$ cat config.mk
export PLATFORM = sky130hd
export DESIGN_NAME = ps2_mouse_packet_decoder_core_flat
export DESIGN_NICKNAME = d
export VERILOG_FILES = /design/src/design/ps2md_pkg.sv /design/src/design/ps2md_byte_if.sv /design/src/design/ps2md_result_if.sv /design/src/design/ps2md_assembler.sv /design/src/design/ps2md_decoder.sv /design/src/design/ps2_mouse_packet_decoder_core.sv /design/src/flat_wrapper.sv
export SDC_FILE = /design/constraint.sdc
export NUM_CORES = 1
export LEC_CHECK = 0
export BUFFER_PORTS_ARGS = -buffer_cell sky130_fd_sc_hd__buf_2
export CORE_MARGIN = 2
export CORE_UTILIZATION = 40
export DETAILED_ROUTE_END_ITERATION = 12
export SETUP_SLACK_MARGIN = 0.05
export SYNTH_ARGS = -nofsm -noshare
export SYNTH_HDL_FRONTEND = slang
export SYNTH_SLANG_ARGS = --single-unit
$ cat constraint.sdc
create_clock -name clk -period 11.9 [get_ports clk]
set_clock_uncertainty 0.1 [all_clocks]
set_input_delay 0 -clock clk [delete_from_list [all_inputs] [get_ports clk]]
set_output_delay 0 -clock clk [all_outputs]
set_load 0.02 [all_outputs]
$ cat src/design/ps2md_pkg.sv
// ----------------------------------------------------------------------------
// ps2md_pkg
// Shared types and constants for the PS/2 mouse packet decoder.
// ----------------------------------------------------------------------------
package ps2md_pkg;

  localparam int POSITION_WIDTH_DEF = 32;
  localparam int REPORT_WIDTH       = 32;

  // packet_mode register codes
  localparam logic [1:0] MODE_STANDARD = 2'd0;
  localparam logic [1:0] MODE_WHEEL    = 2'd1;
  localparam logic [1:0] MODE_FIVE_BTN = 2'd2;
  localparam logic [1:0] MODE_ALT_STD  = 2'd3;

  // header byte bits
  localparam int HDR_SYNC  = 3;
  localparam int HDR_XSIGN = 4;
  localparam int HDR_YSIGN = 5;
  localparam int HDR_XOVF  = 6;
  localparam int HDR_YOVF  = 7;

  // clamp values for an overflowed 9-bit delta
  localparam logic signed [8:0] DELTA_POS_MAX = 9'sd255;
  localparam logic signed [8:0] DELTA_NEG_MAX = -9'sd255;

  // one assembled packet, handed from the assembler to the decoder
  typedef struct packed {
    logic [7:0] header;
    logic [7:0] x_byte;
    logic [7:0] y_byte;
    logic [7:0] extra;
    logic [1:0] mode;
  } packet_t;

endpackage

$ cat src/design/ps2md_byte_if.sv
// ----------------------------------------------------------------------------
// ps2md_byte_if
// Valid/ready channel carrying one received mouse byte.
// ----------------------------------------------------------------------------
interface ps2md_byte_if;
  logic       valid;
  logic       ready;
  logic [7:0] rx_byte;

  modport source (output valid, output rx_byte, input ready);
  modport sink   (input valid, input rx_byte, output ready);
endinterface

$ cat src/design/ps2md_result_if.sv
// ----------------------------------------------------------------------------
// ps2md_result_if
// Valid/ready channel carrying one decoded mouse packet.
// ----------------------------------------------------------------------------
interface ps2md_result_if;
  logic               valid;
  logic               ready;
  logic signed [8:0]  delta_x;
  logic signed [9:0]  delta_y_screen;
  logic signed [7:0]  wheel_delta;
  logic [4:0]         button_state;
  logic [4:0]         button_changes;
  logic signed [31:0] position_x;
  logic signed [31:0] position_y;
  logic               anything_changed;

  modport source (output valid, output delta_x, output delta_y_screen, output wheel_delta,
                  output button_state, output button_changes, output position_x,
                  output position_y, output anything_changed, input ready);
  modport sink   (input valid, input delta_x, input delta_y_screen, input wheel_delta,
                  input button_state, input button_changes, input position_x,
                  input position_y, input anything_changed, output ready);
endinterface

$ cat src/design/ps2md_assembler.sv
// ----------------------------------------------------------------------------
// ps2md_assembler
// Collects header, movement and optional fourth byte into a packet register.
// ----------------------------------------------------------------------------
module ps2md_assembler
  import ps2md_pkg::*;
(
  input  logic       clk,
  input  logic       rst_n,
  input  logic [1:0] mode,
  input  logic       byte_valid,
  input  logic [7:0] byte_data,
  output logic       byte_ready,
  output logic       pkt_valid,
  output packet_t    pkt,
  input  logic       pkt_ready
);

  // byte phase codes
  localparam logic [1:0] PH_WAIT_HDR = 2'd0;
  localparam logic [1:0] PH_GOT_HDR  = 2'd1;
  localparam logic [1:0] PH_GOT_X    = 2'd2;
  localparam logic [1:0] PH_GOT_Y    = 2'd3;

  logic [1:0] phase_r, phase_nxt;
  logic [7:0] header_r, header_nxt;
  logic [7:0] x_r, x_nxt;
  logic [7:0] y_r, y_nxt;
  logic       pkt_valid_r, pkt_valid_nxt;
  packet_t    pkt_r, pkt_nxt;
  logic       take;
  logic       four_byte;

  assign byte_ready = !pkt_valid_r || pkt_ready;
  assign take       = byte_valid && byte_ready;
  assign four_byte  = (mode == MODE_WHEEL) || (mode == MODE_FIVE_BTN);

  always_comb begin
    phase_nxt     = phase_r;
    header_nxt    = header_r;
    x_nxt         = x_r;
    y_nxt         = y_r;
    pkt_nxt       = pkt_r;
    pkt_valid_nxt = pkt_valid_r && !pkt_ready;
    if (take) begin
      unique case (phase_r)
        PH_WAIT_HDR: begin
          if (byte_data[HDR_SYNC]) begin
            header_nxt = byte_data;
            phase_nxt  = PH_GOT_HDR;
          end
        end
        PH_GOT_HDR: begin
          x_nxt     = byte_data;
          phase_nxt = PH_GOT_X;
        end
        PH_GOT_X: begin
          y_nxt = byte_data;
          if (four_byte) begin
            phase_nxt = PH_GOT_Y;
          end else begin
            phase_nxt     = PH_WAIT_HDR;
            pkt_valid_nxt = 1'b1;
            pkt_nxt       = '{header: header_r, x_byte: x_r, y_byte: byte_data,
                              extra: 8'd0, mode: mode};
          end
        end
        default: begin
          phase_nxt     = PH_WAIT_HDR;
          pkt_valid_nxt = 1'b1;
          pkt_nxt       = '{header: header_r, x_byte: x_r, y_byte: y_r,
                            extra: byte_data, mode: mode};
        end
      endcase
    end
  end

  always_ff @(posedge clk) begin
    if (!rst_n) begin
      phase_r     <= PH_WAIT_HDR;
      header_r    <= 8'd0;
      x_r         <= 8'd0;
      y_r         <= 8'd0;
      pkt_valid_r <= 1'b0;
    end else begin
      phase_r     <= phase_nxt;
      header_r    <= header_nxt;
      x_r         <= x_nxt;
      y_r         <= y_nxt;
      pkt_valid_r <= pkt_valid_nxt;
    end
    pkt_r <= pkt_nxt;
  end

  assign pkt_valid = pkt_valid_r;
  assign pkt       = pkt_r;

endmodule

$ cat src/design/ps2md_decoder.sv
// ----------------------------------------------------------------------------
// ps2md_decoder
// Turns a packet into deltas and buttons, updates positions, holds the result.
// ----------------------------------------------------------------------------
module ps2md_decoder
  import ps2md_pkg::*;
#(
  parameter int POSITION_WIDTH = POSITION_WIDTH_DEF
)(
  input  logic     clk,
  input  logic     rst_n,
  input  logic     pkt_valid,
  input  packet_t  pkt,
  output logic     pkt_ready,
  ps2md_result_if.source res
);

  logic signed [8:0]  dx, dy;
  logic signed [9:0]  dys;
  logic signed [7:0]  wheel;
  logic [4:0]         buttons, changed, rep_mask;
  logic               any;
  logic               load;

  logic signed [POSITION_WIDTH-1:0] acc_x_r, acc_x_nxt;
  logic signed [POSITION_WIDTH-1:0] acc_y_r, acc_y_nxt;
  logic [4:0]         prev_btn_r;
  logic               valid_r;
  logic signed [8:0]  dx_r;
  logic signed [9:0]  dys_r;
  logic signed [7:0]  wheel_r;
  logic [4:0]         buttons_r, changed_r;
  logic               any_r;

  assign pkt_ready = !valid_r || res.ready;
  assign load      = pkt_valid && pkt_ready;

  always_comb begin
    dx = $signed({pkt.header[HDR_XSIGN], pkt.x_byte});
    if (pkt.header[HDR_XOVF]) dx = pkt.header[HDR_XSIGN] ? DELTA_NEG_MAX : DELTA_POS_MAX;
    dy = $signed({pkt.header[HDR_YSIGN], pkt.y_byte});
    if (pkt.header[HDR_YOVF]) dy = pkt.header[HDR_YSIGN] ? DELTA_NEG_MAX : DELTA_POS_MAX;
    dys     = -10'(dy);
    buttons = {2'b00, pkt.header[2:0]};
    rep_mask = 5'h07;
    unique case (pkt.mode)
      MODE_WHEEL: wheel = $signed(pkt.extra);
      MODE_FIVE_BTN: begin
        wheel    = 8'($signed(pkt.extra[3:0]));
        buttons  = {pkt.extra[5], pkt.extra[4], pkt.header[2:0]};
        rep_mask = 5'h1F;
      end
      default: wheel = 8'sd0;
    endcase
    changed   = buttons ^ prev_btn_r;
    any       = (dx != 0) || (dys != 0) || (wheel != 0) || ((changed & rep_mask) != 0);
    acc_x_nxt = acc_x_r + POSITION_WIDTH'(dx);
    acc_y_nxt = acc_y_r + POSITION_WIDTH'(dys);
  end

  always_ff @(posedge clk) begin
    if (!rst_n) begin
      valid_r    <= 1'b0;
      prev_btn_r <= 5'd0;
      acc_x_r    <= '0;
      acc_y_r    <= '0;
    end else if (load) begin
      valid_r    <= 1'b1;
      prev_btn_r <= buttons;
      acc_x_r    <= acc_x_nxt;
      acc_y_r    <= acc_y_nxt;
    end else if (res.ready) begin
      valid_r    <= 1'b0;
    end
    if (load) begin
      dx_r      <= dx;
      dys_r     <= dys;
      wheel_r   <= wheel;
      buttons_r <= buttons;
      changed_r <= changed;
      any_r     <= any;
    end
  end

  assign res.valid            = valid_r;
  assign res.delta_x          = dx_r;
  assign res.delta_y_screen   = dys_r;
  assign res.wheel_delta      = wheel_r;
  assign res.button_state     = buttons_r;
  assign res.button_changes   = changed_r;
  assign res.position_x       = REPORT_WIDTH'(acc_x_r);
  assign res.position_y       = REPORT_WIDTH'(acc_y_r);
  assign res.anything_changed = any_r;

endmodule

$ cat src/design/ps2_mouse_packet_decoder_core.sv
// ----------------------------------------------------------------------------
// ps2_mouse_packet_decoder_core
// PS/2 mouse packet decoder: standard 3-byte, wheel and five-button 4-byte.
// ----------------------------------------------------------------------------
// Feed received mouse bytes on in_byte; one decoded packet leaves on
// out_result per finished packet. A byte is taken every cycle while
// in_byte.ready is high; a completed packet is held in the packet register
// until the decoder loads it, decoded, into the result register.
// The packet register between assembler and decoder acts as a skid
// slot, so bytes keep flowing while a result waits; in_byte.ready drops only
// when both the packet slot and the result register are full. Headers
// without bit 3 set are dropped. packet_mode (cfg_wdata on cfg_we) selects
// 3-byte (0 or 3), wheel (1) or five-button (2) packets and is to be changed
// only while the block is idle. Positions are POSITION_WIDTH-bit running sums
// reported as 32-bit signed values.
// ----------------------------------------------------------------------------
module ps2_mouse_packet_decoder_core
  import ps2md_pkg::*;
#(
  parameter int POSITION_WIDTH = POSITION_WIDTH_DEF
)(
  input  logic       clk,
  input  logic       rst_n,
  input  logic       cfg_we,
  input  logic [1:0] cfg_wdata,
  ps2md_byte_if.sink     in_byte,
  ps2md_result_if.source out_result
);

  logic [1:0] mode_r;
  logic       pkt_valid;
  logic       pkt_ready;
  packet_t    pkt;

  // packet_mode register
  always_ff @(posedge clk) begin
    if (!rst_n) begin
      mode_r <= MODE_STANDARD;
    end else if (cfg_we) begin
      mode_r <= cfg_wdata;
    end
  end

  // byte phase tracking and packet capture
  ps2md_assembler u_asm (
    .clk        (clk),
    .rst_n      (rst_n),
    .mode       (mode_r),
    .byte_valid (in_byte.valid),
    .byte_data  (in_byte.rx_byte),
    .byte_ready (in_byte.ready),
    .pkt_valid  (pkt_valid),
    .pkt        (pkt),
    .pkt_ready  (pkt_ready)
  );

  // delta decode, position update and result register
  ps2md_decoder #(
    .POSITION_WIDTH (POSITION_WIDTH)
  ) u_dec (
    .clk       (clk),
    .rst_n     (rst_n),
    .pkt_valid (pkt_valid),
    .pkt       (pkt),
    .pkt_ready (pkt_ready),
    .res       (out_result)
  );

  // a stalled packet slot keeps its packet until the decoder takes it
  a_pkt_hold: assert property (@(posedge clk) disable iff (!rst_n)
    pkt_valid && !pkt_ready |=> pkt_valid && $stable(pkt))
    else $error("packet slot lost or changed while stalled");

  // input back-pressure only when both slots are occupied
  a_stall_full: assert property (@(posedge clk) disable iff (!rst_n)
    !in_byte.ready |-> pkt_valid && out_result.valid && !out_result.ready)
    else $error("input stalled with a free slot");

  // a result flagged unchanged carries no movement
  a_quiet: assert property (@(posedge clk) disable iff (!rst_n)
    out_result.valid && !out_result.anything_changed |->
      out_result.delta_x == 0 && out_result.delta_y_screen == 0 &&
      out_result.wheel_delta == 0)
    else $error("movement reported without change flag");

endmodule

$ cat src/flat_wrapper.sv
// flat-port wrapper written by rule: the top's interface ports become plain ports
module ps2_mouse_packet_decoder_core_flat import ps2md_pkg::*;
#(
  parameter int POSITION_WIDTH = POSITION_WIDTH_DEF
)
  (clk, rst_n, cfg_we, cfg_wdata, in_byte_valid, in_byte_rx_byte, in_byte_ready, out_result_valid, out_result_delta_x, out_result_delta_y_screen, out_result_wheel_delta, out_result_button_state, out_result_button_changes, out_result_position_x, out_result_position_y, out_result_anything_changed, out_result_ready);
  ps2md_byte_if in_byte_i ();
  ps2md_result_if out_result_i ();
  input  logic clk;
  input  logic rst_n;
  input  logic cfg_we;
  input  logic [1:0] cfg_wdata;
  input wire logic [$bits(in_byte_i.valid)-1:0] in_byte_valid;
  input wire logic [$bits(in_byte_i.rx_byte)-1:0] in_byte_rx_byte;
  output wire logic [$bits(in_byte_i.ready)-1:0] in_byte_ready;
  output wire logic [$bits(out_result_i.valid)-1:0] out_result_valid;
  output wire logic [$bits(out_result_i.delta_x)-1:0] out_result_delta_x;
  output wire logic [$bits(out_result_i.delta_y_screen)-1:0] out_result_delta_y_screen;
  output wire logic [$bits(out_result_i.wheel_delta)-1:0] out_result_wheel_delta;
  output wire logic [$bits(out_result_i.button_state)-1:0] out_result_button_state;
  output wire logic [$bits(out_result_i.button_changes)-1:0] out_result_button_changes;
  output wire logic [$bits(out_result_i.position_x)-1:0] out_result_position_x;
  output wire logic [$bits(out_result_i.position_y)-1:0] out_result_position_y;
  output wire logic [$bits(out_result_i.anything_changed)-1:0] out_result_anything_changed;
  input wire logic [$bits(out_result_i.ready)-1:0] out_result_ready;
  assign in_byte_i.valid = in_byte_valid;
  assign in_byte_i.rx_byte = in_byte_rx_byte;
  assign in_byte_ready = in_byte_i.ready;
  assign out_result_valid = out_result_i.valid;
  assign out_result_delta_x = out_result_i.delta_x;
  assign out_result_delta_y_screen = out_result_i.delta_y_screen;
  assign out_result_wheel_delta = out_result_i.wheel_delta;
  assign out_result_button_state = out_result_i.button_state;
  assign out_result_button_changes = out_result_i.button_changes;
  assign out_result_position_x = out_result_i.position_x;
  assign out_result_position_y = out_result_i.position_y;
  assign out_result_anything_changed = out_result_i.anything_changed;
  assign out_result_i.ready = out_result_ready;
  ps2_mouse_packet_decoder_core #(.POSITION_WIDTH(POSITION_WIDTH)) u_core (.clk(clk), .rst_n(rst_n), .cfg_we(cfg_we), .cfg_wdata(cfg_wdata), .in_byte(in_byte_i), .out_result(out_result_i));
endmodule
Word-level counts from Yosys, hierarchy flattened
Cells that the tools add are included.
Storage, ports and cells
  output and inout port bits: 104
  latch bits: 0
  word-level logic and storage cells: 76
  memory bits (writable): 0
  memories: 0
  bits in registers: 171
  ROM bits: 0
Operators by class
  bitwise operators: 3
  div/mod/pow operators: 0
  equality and inequality tests: 8
  reduce and logical (&&, ||, !) cells: 24
  multiply operators: 0
  $add $sub $neg: 3
  mux-type cells: 17
  shift-type cells: 0
  $lt $le $gt $ge: 0
Operators by type and width (count)
  $reduce_bool A32 Y1: 4
  $pmux W34 S2: 1
  $mux W9: 4
  $mux W34: 1
  $add A32 B10 Y32: 1
  $add A32 B9 Y32: 1
  $pmux W8 S2: 1
  $mux W5: 2
  $neg A9 Y10: 1
  $eq A2 B1 Y1 const B: 3
  $eq A2 B2 Y1 const B: 3
  $logic_or A1 B1 Y1: 6
  $pmux W2 S3: 1
  $reduce_and A2 Y1: 3
  $reduce_and A3 Y1: 2
  $and A5 B5 Y5: 1
  $xor A5 B5 Y5: 1
  $mux W1: 4
  $mux W2: 2
  $ne A2 B2 Y1 const B: 2
  $logic_and A1 B1 Y1: 3
  $logic_not A1 Y1: 3
  $logic_not A2 Y1: 1
  $pmux W1 S2: 1
  other kinds (3): 3

Logic depth before layout (Yosys ltp)
  depth after elaboration: 7
  mapped depth: 16
  gate-level depth less buffers: 16

Cells and area by module
Synthesis repeated with hierarchy kept, for this count alone.
Unflattened totals
  cell total of the unflattened synthesis: 1060
  area total of the unflattened synthesis: 9898.2 µm²
Modules (own cells, without submodules)
  ps2md_decoder: times used 1, cells an instance 894, area an instance 7552.2 µm²
  ps2md_assembler: times used 1, cells an instance 160, area an instance 2273.4 µm²
  ps2_mouse_packet_decoder_core: times used 1, cells an instance 6, area an instance 72.6 µm²

Least setup slack after synthesis
OpenSTA, ideal clock, no wires.
  path kind: flip-flop to flip-flop
  start point: reg u_core.u_asm.pkt_r, in the netlist u_core.u_asm.pkt[33]
  end point: reg u_core.u_dec.acc_y_r[31] (netlist: u_core.u_dec.res.position_y[31])
  path buffers: 1
  arrival time: 3.864 ns
  setup slack: 7.821 ns
  period minus slack after synthesis: 4.079 ns
  cell stages (with the launch flop): 17
  required time: 11.685 ns
  path through: edfxtp_1 -> or2_1 -> or4_1 -> or2_1 -> o21ai_4 -> inv_1 -> ha_1 -> clkbuf_1 -> a21oi_1 -> nand2_1 -> a221o_1 -> a21oi_2 -> o31ai_4 -> a21oi_1 -> mux2i_1 -> a21oi_1 -> o21a_1
Between the ends
  word-level cells in the longest chain between the ends: 3
Ends and longest elaborated chain
  start: declaration: RTL line ps2md_assembler.sv:30  | packet_t pkt_r, pkt_nxt;
  start signal: assignment: RTL line ps2md_assembler.sv:92  | pkt_r <= pkt_nxt;
  $mux W9: RTL line ps2md_decoder.sv:42  | if (pkt.header[HDR_YOVF]) dy = pkt.header[HDR_YSIGN] ? DELTA_NEG_MAX : DELTA_POS_MAX;
  named net u_core.u_dec.dy[0]: RTL line ps2md_decoder.sv:18  | logic signed [8:0] dx, dy;
  $neg A9 Y10: RTL line ps2md_decoder.sv:43  | dys = -10'(dy);
  named net u_core.u_dec.dys[9]: RTL line ps2md_decoder.sv:19  | logic signed [9:0] dys;
  $add A32 B10 Y32: RTL line ps2md_decoder.sv:58  | acc_y_nxt = acc_y_r + POSITION_WIDTH'(dys);
  end signal: assignment: RTL line ps2md_decoder.sv:71  | acc_y_r <= acc_y_nxt;
  end: declaration: RTL line ps2md_decoder.sv:26  | logic signed [POSITION_WIDTH-1:0] acc_y_r, acc_y_nxt;
The timed path passes the listed nets, and every way through them passes these cells.
A chain may end at the register's enable or synchronous reset.

Worst setup path after layout
  start point: reg u_core.u_asm.pkt_r, in the netlist u_core.u_asm.pkt[33]
  end point: reg u_core.u_dec.acc_y_r[27] (netlist: u_core.u_dec.res.position_y[27])
The elaborated chain is that of the path after synthesis.

==> flow_summary_export.csv <==
group,metric,value,unit
outcome,status,"finished clean",
clocking,htreeDepth,4,
critical_path,rr_worst_depth,16,
place,portBuffers,118,
sta,setup_viol,0,
pwr,p_int,924,uW
critical_path,r2r-start,"u_core.u_asm.pkt[33]$_DFFE_PP_",
routing,vias,7803,
routing,ant_nets,0,
clocking,cts.sinks,169,
pwr,power.leakage,0.00503,uW
critical_path,crit_family,"compound AO/OA/AOI/OAI gates",
yosys,synthTopCellsByArea,"edfxtp_1 (22%), dfxtp_1 (20%), ha_1 (8.9%), nand2_1 (5.2%), a21oi_1 (2.9%)",
global_route,grt_use_total,18.4,%
yosys,synth_area_per_cell,9.46,um2
critical_path,critPathMaxStageDelay,0.58,ns
critical_path,startpoint_type,"flip-flop",
yosys,syn_area,9700,um2
global_route,grt_max_degree,96,
sta,setup_ws,7.41,ns
pwr,sw_frac_of_total,26.2,%
sta,finalSetupTns,0,ns
yosys,synthFlopType,"dfxtp_1",
critical_path,cp_num_cells,16,
sta,drv_slew,0,
global_route,overflow,0,
critical_path,endpoint,"u_core.u_dec.res.position_y[27]$_SDFFE_PN0P_",
routing,remaining_drc_errors,0,
floorplan,dieArea,25500,um2
clocking,cts_buffers,17,
sta,hold_viol_final,0,
floorplan,start_util,41.1,%
floorplan,die_w,160,um
yosys,synth_edf_count,71,
critical_path,critPathRequiredTime,12.12,ns
pwr,p_switching,328,uW
routing,routed_wl,23.4,mm
yosys,ys_warn_count,0,
sta,min_period_over_period,37.7,%
cells_and_area,fin_area,11400,um2
floorplan,die_h,160,um
place,hpwl,16.4,mm
pwr,vdd_ir_drop_max,0.0711,mV
place,gp_congestion,0.856,
sta,worst_pin_slew,0.981,ns
critical_path,crit_start,"u_core.u_asm.pkt[33]$_DFFE_PP_",
global_route,grt_first_pass_wirelength,38.0,mm
sta,period_minus_slack,4.49,ns
routing,viasPerCell,5.29,
critical_path,cp_cell_sequence,"or2_1 > or4_1 > or2_1 > o21ai_4 > inv_1 > buf_4 > ha_1 > a21oi_1 > o21ai_1 > a221o_1 > a21oi_2 > o31ai_4 > a31oi_1 > o21bai_1 > xnor2_1 > o21ai_1",
critical_path,path_buf_inv,2,
critical_path,cp.arrival,4.70,ns
sta,rsz0062_at_grt,"false",
yosys,synth_cells,1026,
clocking,cts_tree,"built",
flow_run,drv_cap,0,
global_route,grt_pass1_vias,7400,
critical_path,worst_setup_path_end_kind,"flip-flop",
floorplan,rows,56,
floorplan,pin_count,119,
cells_and_area,area_delta_synth_final,17.4,%
sta,maxSlewHeadroom,34.6,%
yosys,synth_top_area_share,22.0,%
clocking,path_clk_slew,0.08,ns
global_route,antenna_found_initial,0,
place,pre_cts_ws,7.43,ns
critical_path,cp_slowest_cell,"edfxtp_1",
yosys,synthArstFlopShare,0,%
critical_path,reg2reg_setup_slack,7.41,ns
yosys,yosysUniqueCellTypes,71,
worst_hold_path,hp-class,"in -> reg",
routing,first_iter_violations,464,
yosys,yosys.area.top_type,"edfxtp_1",
pwr,pwr_density_cell,110,nW/um2
yosys,syn_nets,1112,
critical_path,worst_r2r_endpoint,"u_core.u_dec.res.position_y[27]$_SDFFE_PN0P_",
clocking,cts_buffer_depth,2,
pwr,pwr-share-comb,5.4,%
pwr,clkPwrFrac,45.7,%
routing,first_pass_iters,5,
yosys,synth-seq-cells,169,
cells_and_area,nets,1230,
sta,clock.fmax,223,MHz
floorplan,core_area,23600,um2
sta,whs,0.202,ns
yosys,seq_area_frac_synth,42.2,%
place,place_area,10600,um2
cells_and_area,antenna_cells,0,
routing,wire_per_inst,15.9,um
critical_path,critical_path_class,"reg -> reg",
clocking,clock_latency,0.44,ns
critical_path,cp_max_fo,26,
yosys,yosys.cell_count.top_type,"nand2_1",
pwr,p_seq_share,49.0,%
cells_and_area,drive_gt1_share,16.2,%
clocking,cts_root_buf,"clkbuf_16",
yosys,synth_commonest_cells,"nand2_1 (135), dfxtp_1 (98), edfxtp_1 (71), ha_1 (69), a21oi_1 (57)",
## routing by layer
layer | up-vias | track usage, % | wire [um] | part of all wire [%]
met5 | - | 0 | 0 | 0
met4 | 0 | 6.24 | 448 | 1.9
met3 | 30 | 3.17 | 918 | 3.9
met2 | 153 | 29.2 | 10500 | 45
met1 | 3640 | 25.4 | 11500 | 49
li1 | 3980 | - | - | -
## per-stage QoR
step           utilization, %  std cells  power [uW]
6_report                 48.3       1476        1250
5_1_grt                  48.3       1476        1300
4_1_cts                  48.3       1476        1270
3_5_place_dp             44.7       1422         689
3_3_place_gp             44.7       1422         689
2_1_floorplan               -       1026         669
## cells by family after synthesis
group,share of synthesized area [%]
and+or+nand+nor,18.3
AOI/OAI and AO/OA,18.9
DFF,42.2
buffers and inverters,2.91
adders and majority gates,9.31
xor gates and xnor gates,4.78
muxes,3.52
## final cells by class
type                            count  area [um2]
Clock inverter                     15         186
Clock buffer                       17         425
Sequential cell                   169        4090
Fill cell                        2264       12200
Inverter                           23        86.3
Timing Repair Buffer              148         871
Multi-Input combinational cell    785        5330
Tap cell                          319         399
## power groups by stage
stage	Sequential (uW)	Combinational [uW]	Clock, uW
after floorplan	628	41.7	0
after global placement	626	62.5	0
after detailed placement	626	63.0	0
after CTS	613	67.4	588
after global routing	614	74.0	610
final	613	67.0	572
## tightest hold or removal path: stages
cell and delay (ns):
buf_2 0.10, buf_4 0.37, nand2_1 0.17, mux2i_1 0.05
## layout by cell type, fill, tap and decap left out, drive strengths merged, types with 6 or more instances in the layout
cell	n
a211oi	6
a21boi	21
a21o	38
a21oi	59
a31oi	13
and2	38
and3	8
buf	126
clkbuf	17
dfxtp	98
dlygate4sd3	22
edfxtp	71
ha	69
inv	34
mux2	9
mux2i	24
nand2	136
nand2b	11
nand3	31
nand4	16
nor2	33
nor2b	33
nor3	13
nor4	7
o21a	13
o21ai	73
o21bai	10
or2	6
or3	7
xnor2	29
xor2	24
## what timing repair did
item,4_1_cts,5_1_grt
endpoints found under the hold margin,43,0
resized for setup,0,0
hold buffers,22,0
setup buffers,0,0
## worst min-delay path by stage
stage	start	to	slack [ns]	cells after the start
floorplan	in_byte_rx_byte[7]	u_core.u_asm.y_r[7]$_SDFFE_PN0P_	0.04	2
global placement	cfg_wdata[0]	u_core.mode_r[0]$_SDFFE_PN0P_	0.18	3
detailed placement	cfg_wdata[1]	u_core.mode_r[1]$_SDFFE_PN0P_	0.18	3
CTS	rst_n	u_core.u_dec.res.position_y[7]$_SDFFE_PN0P_	0.22	3
global route	rst_n	u_core.u_dec.res.position_y[7]$_SDFFE_PN0P_	0.27	3
finish	rst_n	u_core.u_dec.res.position_x[31]$_SDFFE_PN0P_	0.20	4
## sequential cells by signal (all words and copies together) (netlist names)
| signal | flops |
|---|---|
| u_core.u_asm.y_r | 8 |
| u_core.mode_r | 2 |
| u_core.u_asm.pkt | 33 |
| u_core.u_dec.res.anything_changed | 1 |
| u_core.u_asm.pkt_valid | 1 |
| u_core.u_asm.x_r | 8 |
| u_core.u_dec.res.delta_x | 9 |
| u_core.u_dec.res.button_state | 5 |
| u_core.u_dec.res.position_y | 32 |
| u_core.u_dec.res.wheel_delta | 8 |
| u_core.u_asm.header_r | 7 |
| u_core.u_dec.res.button_changes | 5 |
| u_core.u_dec.res.delta_y_screen | 10 |
| u_core.u_dec.prev_btn_r | 5 |
| u_core.u_asm.phase_r | 2 |
| u_core.u_dec.res.valid | 1 |
| u_core.u_dec.res.position_x | 32 |
Note: power is estimated with default switching activity, not from simulation.
